===== src/rtl/tvc_pkg.sv =====
// tvc_pkg: types and constants shared by the velocity constraint cost block.
// No dependencies; used by tvc_front, tvc_back and the top level.
`default_nettype none

package tvc_pkg;

    localparam int QUEUE_DEPTH = 2;

    // configuration register indexes
    localparam logic [2:0] CFG_ENABLE      = 3'd0;
    localparam logic [2:0] CFG_POW_EXP     = 3'd1;
    localparam logic [2:0] CFG_WEIGHT      = 3'd2;
    localparam logic [2:0] CFG_MAX_SPEED   = 3'd3;
    localparam logic [2:0] CFG_MIN_SPEED   = 3'd4;
    localparam logic [2:0] CFG_STEP_TIME   = 3'd5;
    localparam logic [2:0] CFG_ACKERMANN   = 3'd6;
    localparam logic [2:0] CFG_MIN_RADIUS  = 3'd7;

    localparam logic [31:0] OUT_MAX = 32'hFFFF_FFFF;
    localparam logic [39:0] SUM_MAX = 40'hFF_FFFF_FFFF;
    localparam logic [31:0] ONE_Q16 = 32'h0001_0000;

    // classified step as held in the queue
    typedef struct packed {
        logic [15:0] ax;
        logic [15:0] ay;
        logic [15:0] awz;
        logic        vx_pos;
        logic        wz_zero;
        logic        last;
    } step_t;

    typedef struct packed {
        logic        enable;
        logic [2:0]  pow_exp;
        logic [15:0] weight_q8;
        logic [15:0] max_speed;
        logic [15:0] min_speed;
        logic [15:0] step_time;
        logic        ackermann_mode;
        logic [15:0] min_turn_radius;
    } cfg_t;

endpackage

`default_nettype wire


===== src/rtl/tvc_front.sv =====
// tvc_front: accepts steps, takes magnitudes and flags, and queues them.
// Depends on tvc_pkg.
`default_nettype none

module tvc_front
    import tvc_pkg::*;
#(
    parameter int DEPTH = QUEUE_DEPTH
) (
    input  wire logic        clk,
    input  wire logic        rst_n,
    input  wire logic        in_valid,
    output logic             in_stall,
    input  wire logic [15:0] vel_x,
    input  wire logic [15:0] vel_y,
    input  wire logic [15:0] yaw_rate,
    input  wire logic        last_step,
    output logic             head_valid,
    output step_t            head,
    input  wire logic        pop
);

    localparam int IW = (DEPTH > 1) ? $clog2(DEPTH) : 1;
    localparam int CW = $clog2(DEPTH + 1);
    localparam logic [IW-1:0] LAST_IDX = IW'(DEPTH - 1);
    localparam logic [CW-1:0] FULL_CNT = CW'(DEPTH);

    step_t           mem [DEPTH];
    logic [IW-1:0]   wr_ptr_reg, wr_ptr_next;
    logic [IW-1:0]   rd_ptr_reg, rd_ptr_next;
    logic [CW-1:0]   cnt_reg, cnt_next;
    logic            push;
    step_t           cls;

    function automatic logic [15:0] mag16(input logic [15:0] v);
        return v[15] ? (~v + 16'd1) : v;
    endfunction

    always_comb
    begin
        cls.ax      = mag16(vel_x);
        cls.ay      = mag16(vel_y);
        cls.awz     = mag16(yaw_rate);
        cls.vx_pos  = !vel_x[15] && (vel_x != 16'd0);
        cls.wz_zero = (yaw_rate == 16'd0);
        cls.last    = last_step;
    end

    assign in_stall   = (cnt_reg == FULL_CNT);
    assign push       = in_valid && !in_stall;
    assign head_valid = (cnt_reg != '0);
    assign head       = mem[rd_ptr_reg];

    always_comb
    begin
        wr_ptr_next = wr_ptr_reg;
        rd_ptr_next = rd_ptr_reg;
        cnt_next    = cnt_reg;
        if (push)
        begin
            wr_ptr_next = (wr_ptr_reg == LAST_IDX) ? '0 : wr_ptr_reg + IW'(1);
        end
        if (pop)
        begin
            rd_ptr_next = (rd_ptr_reg == LAST_IDX) ? '0 : rd_ptr_reg + IW'(1);
        end
        if (push && !pop)
        begin
            cnt_next = cnt_reg + CW'(1);
        end
        else if (pop && !push)
        begin
            cnt_next = cnt_reg - CW'(1);
        end
    end

    always_ff @(posedge clk)
    begin
        if (push)
        begin
            mem[wr_ptr_reg] <= cls;
        end
    end

    always_ff @(posedge clk or negedge rst_n)
    begin
        if (!rst_n)
        begin
            wr_ptr_reg <= '0;
            rd_ptr_reg <= '0;
            cnt_reg    <= '0;
        end
        else
        begin
            wr_ptr_reg <= wr_ptr_next;
            rd_ptr_reg <= rd_ptr_next;
            cnt_reg    <= cnt_next;
        end
    end

endmodule

`default_nettype wire


===== config.mk =====
export PLATFORM = sky130hd
export DESIGN_NAME = tvc_front
export DESIGN_NICKNAME = d
export VERILOG_FILES = /design/src/rtl/tvc_pkg.sv /design/src/rtl/tvc_front.sv
export SDC_FILE = /design/constraint.sdc
export NUM_CORES = 1
export LEC_CHECK = 0
export BUFFER_PORTS_ARGS = -buffer_cell sky130_fd_sc_hd__buf_4
export CAP_MARGIN = 5
export CORE_MARGIN = 2
export CORE_UTILIZATION = 33
export DETAILED_ROUTE_END_ITERATION = 12
export PLACE_DENSITY_LB_ADDON = 0.25
export SKIP_CTS_REPAIR_TIMING = 1
export SYNTH_ARGS = -nofsm -noshare
export SYNTH_HDL_FRONTEND = slang
export SYNTH_SLANG_ARGS = --single-unit
export TNS_END_PERCENT = 50

===== constraint.sdc =====
create_clock -name clk -period 3.5 [get_ports clk]
set_input_delay 0.35 -clock clk [delete_from_list [all_inputs] [get_ports clk]]
set_output_delay 0.35 -clock clk [all_outputs]
set_load 0.1 [all_outputs]

== Word-level counts from Yosys, hierarchy flattened ==
Memories as Yosys holds them, arrays and structs flattened.
Cells that the tools add are included.
W data, S select, Z words.

* Flip-flop bits (word level): 4
* Memory bits (writable): 102
* Input bits: 53
* Output and inout port bits: 53
* Logic and storage cells: 36
* Memories kept: 1

* Add/sub/neg operators: 7
* Eq/ne operators: 1
* Mux-type cells: 9
* Bitwise logic cells: 3
* Reductions and logical operators: 12

{| class="wikitable"
|+ Memory list
! name !! depth !! width !! rd ports !! clocked after memory_dff !! write ports !! line !! text
|-
| mem || 2 || 51 || 1 || 0 || 1 || tvc_front.sv:28 || <nowiki>step_t mem [DEPTH];</nowiki>
|}

{| class="wikitable"
|+ Operators by type and width
! kind !! count
|-
| $add A16 B1 Y16 const B || 3
|-
| $mux W16 || 3
|-
| $not A16 Y16 || 3
|-
| $logic_not A16 Y1 || 1
|-
| $reduce_bool A16 Y1 || 1
|-
| $logic_and A1 B1 Y1 || 4
|-
| $logic_not A1 Y1 || 4
|-
| $mux W1 || 4
|-
| $mux W2 || 2
|-
| $reduce_bool A2 Y1 || 2
|-
| $add A1 B1 Y1 const B || 2
|-
| $add A2 B1 Y2 const B || 1
|-
| $eq A2 B2 Y1 const B || 1
|-
| $sub A2 B1 Y2 const B || 1
|}

== Logic depth before layout (Yosys ltp) ==
Gate-level depths: netlist of run 1.

* Word-level depth: 7
* Depth in mapped cells: 7
* Depth with buffers taken out: 7

== Least setup slack after synthesis of run 1 ==
No wires, ideal clock.

* Path type: register to register
* Start: reg cnt_reg[0]
* End: mem mem[0][0] (netlist bit) (enable)
* Setup time: 0.460 ns
* Arrival: 2.762 ns
* Required time: 3.040 ns
* Path slack: 0.278 ns
* Cell stages (with the launch flop): 4
* Buffers on the path: 0
* Period minus slack after synthesis: 3.222 ns
* Cell sequence: dfrtp_1 nand2b_1 nand2_1 nor2_1

* Cells in the longest elaborated chain, start to end: 5

{| class="wikitable"
|+ RTL lines
! item !! line !! text
|-
| start: declaration || tvc_front.sv:31 || <nowiki>logic [CW-1:0] cnt_reg, cnt_next;</nowiki>
|-
| start signal: assignment || tvc_front.sv:97 || <nowiki>cnt_reg <= cnt_next;</nowiki>
|-
| $eq A2 B2 Y1 || tvc_front.sv:49 || <nowiki>assign in_stall = (cnt_reg == FULL_CNT);</nowiki>
|-
| $logic_not A1 Y1 || tvc_front.sv:50 || <nowiki>assign push = in_valid && !in_stall;</nowiki>
|-
| $logic_and A1 B1 Y1 || tvc_front.sv:50 ||
|-
| $mux W1 || tvc_front.sv:79 || <nowiki>if (push)</nowiki>
|-
| $mux W1 (not written as such) || tvc_front.sv:81 || <nowiki>mem[wr_ptr_reg] <= cls;</nowiki>
|-
| end: declaration || tvc_front.sv:28 ||
|}

Every way passes these cells.

==> results_dict.tcl, run 1 <==
set metrics [dict create \
    wl_um 9310 \
    synth_top_area_share_pct 64.3 \
    antenna_found_initial 0 \
    path_cells "buf_12 -> mux2_2 -> buf_4" \
    crit-reg2reg-launch "cnt_reg[0]$_DFFE_PN0P_" \
    worst-slew-pin-transition_ns 0.718 \
    cpPeakStageDelay_ns 0.75 \
    syn_avg_cell_area_um2 15.4 \
    rsz0062_at_grt "false" \
    drtIter0Drc 125 \
    endpoint_kind "primary output" \
    critPathLaunchType "flop" \
    final_nets 478 \
    mostFrequentLayoutCells "107 x buf_4, 102 x edfxtp_1, 51 x mux2_2, 41 x xnor2_1, 18 x nand2_1" \
    fin_crit_sh_pct 67.9 \
    cp-startpoint "rd_ptr_reg$_DFFE_PN0P_" \
    pin_count 106 \
    vias_per_cell 4.72 \
    skew_ns 0.00458 \
    synth_nets 367 \
    grt_remaining_overflow 0 \
    dr.pass1.iters 4 \
    insertion_delay_ns 0.34 \
    crit_type "reg2out" \
    grt_most_used_layer "met2" \
    grt_pass1_wl_um 14200 \
    finalHoldViolations 0 \
    floorplan.initialDensity_pct 34.1 \
    die-height_um 124 \
    mostFrequentLayoutCell "buf_4" \
    clk_pin_slew_ns 0.06 \
    die_w_um 124 \
    seq_area_frac_synth_pct 66.4 \
    diodes 0 \
    wl_per_cell_um 15.4 \
    fmax_mhz 421 \
    coreArea_mm2 0.0140 \
    drc 0 \
    ant_nets 0 \
    fill_cells 1291 \
    largest_reg_flops 102 \
    ys_warn_count 0 \
    crit_fanout 29 \
    gp_congestion 0.791 \
    cts-root-buf "clkbuf_16" \
    status "completed" \
    use_met1_pct 14.4 \
    htree_levels 3 \
    min_path_type "in2reg" \
    grt_max_degree 52 \
    syn_to_final_growth_pct 27.5 \
    dieArea_mm2 0.0154 \
    cts_inserted_buffers 9 \
    cts_buffer_depth 2 \
    track_usage_pct 12.4 \
    vias 2853 \
    arrival_ns 2.03 \
    synthArstFlopShare_pct 3.77 \
    dp_hpwl_um 6490 \
    clock-sinks 106 \
    slowest_stage "dfrtp_2" \
    cts_tree "yes" \
    ys.flop_type "edfxtp_1" \
    synth-edff-count 102 \
    slew_violations 0 \
    synth_top_area_cell "edfxtp_1" \
    grt_pass1_vias 2857 \
    fp-row-count 43 \
    port_buffers 105 \
    maxSlewHeadroom_pct 52.2 \
    synthDistinctLibCells 30 \
    finalSetupViolations 0 \
    cap_violations 0 \
    synth_area_mm2 0.00476 \
    fin_crit_ns 2.38 \
    area.sequential_mm2 0.00316 \
    required_ns 3.15 \
    layout-drive-gt1-share_pct 43.1 \
    ys_ff_latch 106 \
    tns_ns 0 \
    use_met2_pct 20.7 \
    grtUsageMet3_pct 4.58 \
    syn_inst 310 \
    synth_area_leaders "edfxtp_1 64%, mux2_2 12%, xnor2_1 7.5%" \
    multi_input_area_mm2 0.00153 \
    holdCritStartpoint "pop" \
]
## critical path: cells and delay by family, from the launching register on
kind	cells	cell delay (ns)
buffers and inverters	2	0.53
flip-flops	1	0.75
multiplexers	1	0.38
## final timing paths
check                      depth (start not counted)  slack, ns                     end
setup / recovery                                   3       1.12                head[29]
hold / removal                                     2       0.19  rd_ptr_reg$_DFFE_PN0P_
setup reg to reg                                   3       1.52    mem[1][24]$_DFFE_PP_
hold reg to reg                                    1       0.49  cnt_reg[1]$_DFFE_PN0P_
max in group asynchronous                          2       3.05  rd_ptr_reg$_DFFE_PN0P_
min in group asynchronous                          2       0.34  cnt_reg[0]$_DFFE_PN0P_
## metal layers
metal / routed length, µm / share of wire [%]
met3: 691 / 7.4
met4: 166 / 1.8
met1: 3870 / 42
met2: 4580 / 49
met5: 0 / 0
## cell usage after synthesis, types with 4 or more instances
master / instances
nand2_1: 18
ha_1: 4
o21ai_1: 11
mux2_2: 51
inv_1: 10
edfxtp_1: 102
o41ai_1: 5
clkbuf_1: 8
nand2b_1: 5
nor2_1: 8
dfrtp_1: 4
xnor2_1: 41
o31ai_1: 11
nor3_1: 5
## cell families (layout without fill, tap and decap cells)
group           after synthesis  count (layout)  synth area share (%)
compound gates               31              31                  4.57
buf+inv                      19             134                  1.65
fa+ha+maj                     4               4                  1.05
flops                       106             106                  66.4
xor+xnor                     44              44                  8.09
simple gates                 55              55                  6.17
mux                          51              51                  12.1
## stage by stage
stage / std cells / hold WS [ns] / area [µm²] / utilization, % / worst slack [ns]
2_1_floorplan: 310 / 0.0544 / 4760 / - / 0.278
3_3_place_gp: 589 / 0.148 / 5780 / 41.3 / 1.41
3_5_place_dp: 589 / 0.152 / 5780 / 41.3 / 1.39
4_1_cts: 604 / -0.218 / 6060 / 43.4 / 1.08
5_1_grt: 605 / 0.188 / 6070 / 43.4 / 1.01
6_report: 605 / 0.191 / 6070 / 43.4 / 1.12
## layout make-up
cell class | count | share of cell area (%)
sequential | 106 | 52.1
clock inverter | 6 | 0.968
tap | 180 | 3.71
multi-input combinational | 185 | 25.2
timing repair buffer | 109 | 13.7
clock buffer | 9 | 3.71
inverter | 10 | 0.618
Power of run 1 is left out: the tool's default activity adds up to more than one toggle a clock period on the data nets, which glitch-free logic cannot reach.
==> run 2: changes to the inputs <==
--- a/config.mk
+++ b/config.mk
@@ -5,6 +5,7 @@
 export SDC_FILE = /design/constraint.sdc
 export NUM_CORES = 1
 export LEC_CHECK = 0
+export ABC_AREA = 1
 export BUFFER_PORTS_ARGS = -buffer_cell sky130_fd_sc_hd__buf_4
 export CAP_MARGIN = 5
 export CORE_MARGIN = 2
==> constraint.sdc (replaced) <==
create_clock -name clk -period 1.91 [get_ports clk]
set_input_delay 0.191 -clock clk [delete_from_list [all_inputs] [get_ports clk]]
set_output_delay 0.191 -clock clk [all_outputs]
set_load 0.1 [all_outputs]
==> results_dict.tcl, run 2 <==
set metrics [dict create \
    status "completed" \
    cap_violations 0 \
    clk_pin_slew_ns 0.07 \
    crit_type "reg2out" \
    mostFrequentLayoutCell "buf_4" \
    synth-xor-area-share_pct 3.69 \
    synth_common_cells "102 x edfxtp_1, 97 x nand2_1, 53 x inv_1" \
    vias 3451 \
    min_path_type "in2reg" \
    diodes 0 \
    whs_path_depth 1 \
    holdWs_ns 0.0263 \
    cts_inserted_buffers 9 \
    coreArea_mm2 0.0153 \
    floorplan.initialDensity_pct 34.1 \
    seq_area_frac_synth_pct 60.6 \
    crit_fanout 52 \
    fill_cells 1475 \
    fin_crit_ns 1.84 \
    critPathLaunchType "flop" \
    cts_buffer_depth 2 \
    worst-slew-pin-transition_ns 0.445 \
    port_buffers 105 \
    syn_to_final_growth_pct 26.4 \
    synthMuxAreaShare_pct 11.0 \
    crit-reg2reg-launch "cnt_reg[0]$_DFFE_PN0P_" \
    fp-row-count 45 \
    clock-sinks 106 \
    final_nets 614 \
    htree_levels 3 \
    ys_warn_count 0 \
    synth-compound-area-share_pct 2.40 \
    cts-root-buf "clkbuf_16" \
    mostFrequentLayoutCells "106 x buf_4, 102 x edfxtp_1, 97 x nand2_1, 53 x inv_1, 51 x mux2_2" \
    insertion_delay_ns 0.34 \
    grt_max_degree 53 \
    syn_inst 446 \
    finalSetupViolations 0 \
    largest_reg_flops 102 \
    grt_pass1_wl_um 16500 \
    grt_pass1_vias 3468 \
    dr.pass1.iters 4 \
    ys_ff_latch 106 \
    gp_congestion 0.864 \
    rsz0062_at_grt "false" \
    ys.flop_type "edfxtp_1" \
    dieArea_mm2 0.0168 \
    holdCritStartpoint "last_step" \
    synth-edff-count 102 \
    slew_violations 0 \
    vias_per_cell 4.46 \
    synth_area_leaders "edfxtp_1 59%, mux2_2 11%, nand2_1 7.0%" \
    dp_hpwl_um 7500 \
    synth_top_area_share_pct 58.7 \
    grt_remaining_overflow 0 \
    synth_top_area_cell "edfxtp_1" \
    synthAdderAreaFrac_pct 0.959 \
    regToRegSetupSlack_ns 0.33 \
    required_ns 1.72 \
    finalHoldViolations 0 \
    endpoint_kind "primary output" \
    cts_tree "yes" \
    fin_crit_sh_pct 96.3 \
    skew_ns 0.00940 \
    yosysMostFrequentCell "edfxtp_1" \
    r2r_cells 6 \
    maxSlewHeadroom_pct 70.0 \
    wl_um 10500 \
    whs_endpoint "mem[0][0]$_DFFE_PP_" \
    tns_ns 0 \
    arrival_ns 1.65 \
    drc 0 \
    pin_count 106 \
    fmax_mhz 544 \
    syn_avg_cell_area_um2 11.7 \
    synth_nets 503 \
    antenna_found_initial 0 \
    drtIter0Drc 163 \
    die-height_um 130 \
    synth_area_mm2 0.00522 \
    synthDistinctLibCells 28 \
    track_usage_pct 12.8 \
    wl_per_cell_um 13.6 \
    synth_top_family_by_area "simple AND/OR/NAND/NOR gates" \
    die_w_um 130 \
    layout-drive-gt1-share_pct 35.1 \
    ant_nets 0 \
    r2r-end "cnt_reg[1]$_DFFE_PN0P_" \
    synthArstFlopShare_pct 3.77 \
    synthSimpleGateAreaFrac_pct 15.6 \
]
[run 2: area by class of cell]
class	instances	area [µm²]	area share [%]
flip-flops and latches	106	3160	48.0
multi-input cells	275	1770	26.9
repair buffers	112	906	13.7
well taps	211	264	4.00
clock buffers	12	236	3.59
inverters	53	199	3.02
clock inverters	4	52.6	0.797
[run 2: per-stage QoR]
step                util [%]  instances  setup WS [ns]  instance area (µm²)
floorplan                  -        446         -0.480                 5220
global placement        41.1        756          0.407                 6290
detailed placement      41.1        756          0.351                 6290
CTS                     43.0        772         0.0243                 6580
global route            43.0        773        0.00183                 6590
finish                  43.0        773         0.0706                 6590
[run 2: cells by family (layout without fill, tap and decap cells)]
| family | after synthesis | count (layout) |
|---|---|---|
| and+or+nand+nor | 179 | 179 |
| buffers and inverters | 65 | 181 |
| DFF | 106 | 106 |
| AOI/OAI and AO/OA | 19 | 19 |
| adders and majority gates | 4 | 4 |
| xor gates and xnor gates | 22 | 22 |
| muxes | 51 | 51 |
[run 2: how the worst max path moves through the flow]
| stage | start | end | slack, ns | cells past startpoint |
|---|---|---|---|---|
| after floorplan | cnt_reg[1]$_DFFE_PN0P_ | mem[1][0]$_DFFE_PP_ | -0.48 | 3 |
| after global placement | cnt_reg[0]$_DFFE_PN0P_ | cnt_reg[1]$_DFFE_PN0P_ | 0.41 | 6 |
| after detailed placement | cnt_reg[0]$_DFFE_PN0P_ | cnt_reg[1]$_DFFE_PN0P_ | 0.35 | 6 |
| after CTS | rd_ptr_reg$_DFFE_PN0P_ | head[20] | 0.02 | 3 |
| after global routing | rd_ptr_reg$_DFFE_PN0P_ | head[18] | 0.002 | 3 |
| final | rd_ptr_reg$_DFFE_PN0P_ | head[4] | 0.07 | 3 |
[run 2: metal layers]
layer | global-route usage [%] | vias to the layer above | share of wire (%)
li1 | - | 1733 | -
met1 | 15.4 | 1625 | 43
met2 | 21.9 | 76 | 50
met3 | 2.46 | 17 | 4.3
met4 | 6.45 | 0 | 2.6
met5 | 0 | - | 0
[run 2: worst max-delay path, cell delays in order, from the launching register on]
cell	delay, ns
dfrtp_2	0.37
buf_12	0.29
mux2_2	0.40
buf_4	0.24
Power of run 2 is left out for the same reason.
==> run 3: changes to the inputs <==
--- a/config.mk
+++ b/config.mk
@@ -11,6 +11,7 @@
 export CORE_MARGIN = 2
 export CORE_UTILIZATION = 33
 export DETAILED_ROUTE_END_ITERATION = 12
+export GPL_TIMING_DRIVEN = 0
 export PLACE_DENSITY_LB_ADDON = 0.25
 export SKIP_CTS_REPAIR_TIMING = 1
 export SYNTH_ARGS = -nofsm -noshare
==> results_dict.tcl, run 3 (synthesis results as in run 2) <==
set metrics [dict create \
    pin_count 106 \
    cts_tree "yes" \
    largest_reg_flops 102 \
    cap_violations 0 \
    grt_remaining_overflow 0 \
    drc 0 \
    holdCritStartpoint "pop" \
    path_delay_family "buffers and inverters" \
    path_cells "buf_4 -> buf_6 -> mux2_2 -> buf_4" \
    coreArea_mm2 0.0153 \
    worst-slew-pin-transition_ns 0.786 \
    cpPeakStageDelay_ns 0.35 \
    floorplan.initialDensity_pct 34.1 \
    r2r-end "mem[0][31]$_DFFE_PP_" \
    die_w_um 130 \
    syn_to_final_growth_pct 27.0 \
    critPathLaunchType "flop" \
    dr.pass1.iters 4 \
    r2r_cells 4 \
    utilization_pct 43.3 \
    diodes 0 \
    wl_per_cell_um 13.7 \
    vias_per_cell 4.50 \
    cpMostUsedCell "buf_4" \
    antenna_found_initial 0 \
    fmax_mhz 551 \
    path_depth 4 \
    required_ns 1.72 \
    cts_buffer_depth 2 \
    cts-root-buf "clkbuf_16" \
    cp-startpoint "rd_ptr_reg$_DFFE_PN0P_" \
    min_path_type "in2reg" \
    fp-row-count 45 \
    slew_violations 0 \
    arrival_ns 1.62 \
    maxSlewHeadroom_pct 47.4 \
    clock-sinks 106 \
    fin_crit_ns 1.81 \
    mostFrequentLayoutCells "107 x buf_4, 102 x edfxtp_1, 97 x nand2_1, 52 x inv_1, 51 x mux2_2" \
    grt_pass1_wl_um 16400 \
    crit_type "reg2out" \
    drtIter0Drc 223 \
    ant_nets 0 \
    track_usage_pct 12.8 \
    regToRegSetupSlack_ns 0.13 \
    gp_congestion 0.862 \
    rsz0062_at_grt "false" \
    whs_endpoint "rd_ptr_reg$_DFFE_PN0P_" \
    skew_ns 0.00565 \
    slowest_stage "mux2_2" \
    crit_fanout 10 \
    htree_levels 3 \
    whs_path_depth 2 \
    finalSetupViolations 0 \
    wl_um 10700 \
    endpoint_kind "primary output" \
    finalHoldViolations 0 \
    clk_pin_slew_ns 0.07 \
    final_nets 619 \
    vias 3501 \
    grt_max_degree 30 \
    crit-reg2reg-launch "cnt_reg[1]$_DFFE_PN0P_" \
    insertion_delay_ns 0.34 \
    mostFrequentLayoutCell "buf_4" \
    port_buffers 102 \
    critPathBufInv 3 \
    dp_hpwl_um 7790 \
    layout-drive-gt1-share_pct 35.8 \
    dieArea_mm2 0.0168 \
    holdWs_ns 0.0265 \
    die-height_um 130 \
    fin_crit_sh_pct 95.0 \
    cts_inserted_buffers 9 \
    status "completed" \
    grt_pass1_vias 3387 \
]
## run 3: area by class of cell
| type | count | area [µm²] |
|---|---|---|
| sequential | 106 | 3160 |
| inverter | 53 | 199 |
| buffer | 12 | 110 |
| clock inverter | 4 | 52.6 |
| clock buffer | 12 | 236 |
| timing repair buffer | 105 | 816 |
| tap | 211 | 264 |
| fill | 1437 | 8690 |
| multi-input combinational | 275 | 1780 |
## run 3: worst reg2reg max path, stage by stage (launching register included)
cell and delay (ns):
dfrtp_1 0.38, inv_2 0.10, o21ai_4 0.09, nor2_4 0.61, buf_12 0.30
## run 3: worst max path at each step
stage / end
after floorplan: mem[1][0]$_DFFE_PP_
after global placement: mem[1][31]$_DFFE_PP_
after detailed placement: mem[0][31]$_DFFE_PP_
after CTS: mem[1][28]$_DFFE_PP_
after global routing: mem[0][25]$_DFFE_PP_
final: head[41]
## run 3: routing by layer
metal | up-vias | track usage [%] | share of wire, %
li1 | 1747 | - | -
met2 | 87 | 21.7 | 49
met3 | 19 | 3.03 | 4.7
met4 | 0 | 5.82 | 2.3
met5 | - | 0 | 0
met1 | 1648 | 15.6 | 44
## run 3: stage by stage
step                      area, µm²  setup TNS, ns  instances  worst slack (ns)
after CTS                      6590         -10.14        777            -0.184
after floorplan                5220         -48.39        446            -0.480
final                          6620              0        778            0.0957
after global placement         6250        -145.63        759             -1.43
after detailed placement       6300          -9.56        761            -0.172
after global routing           6620              0        778            0.0113
Power of run 3 is left out for the same reason.
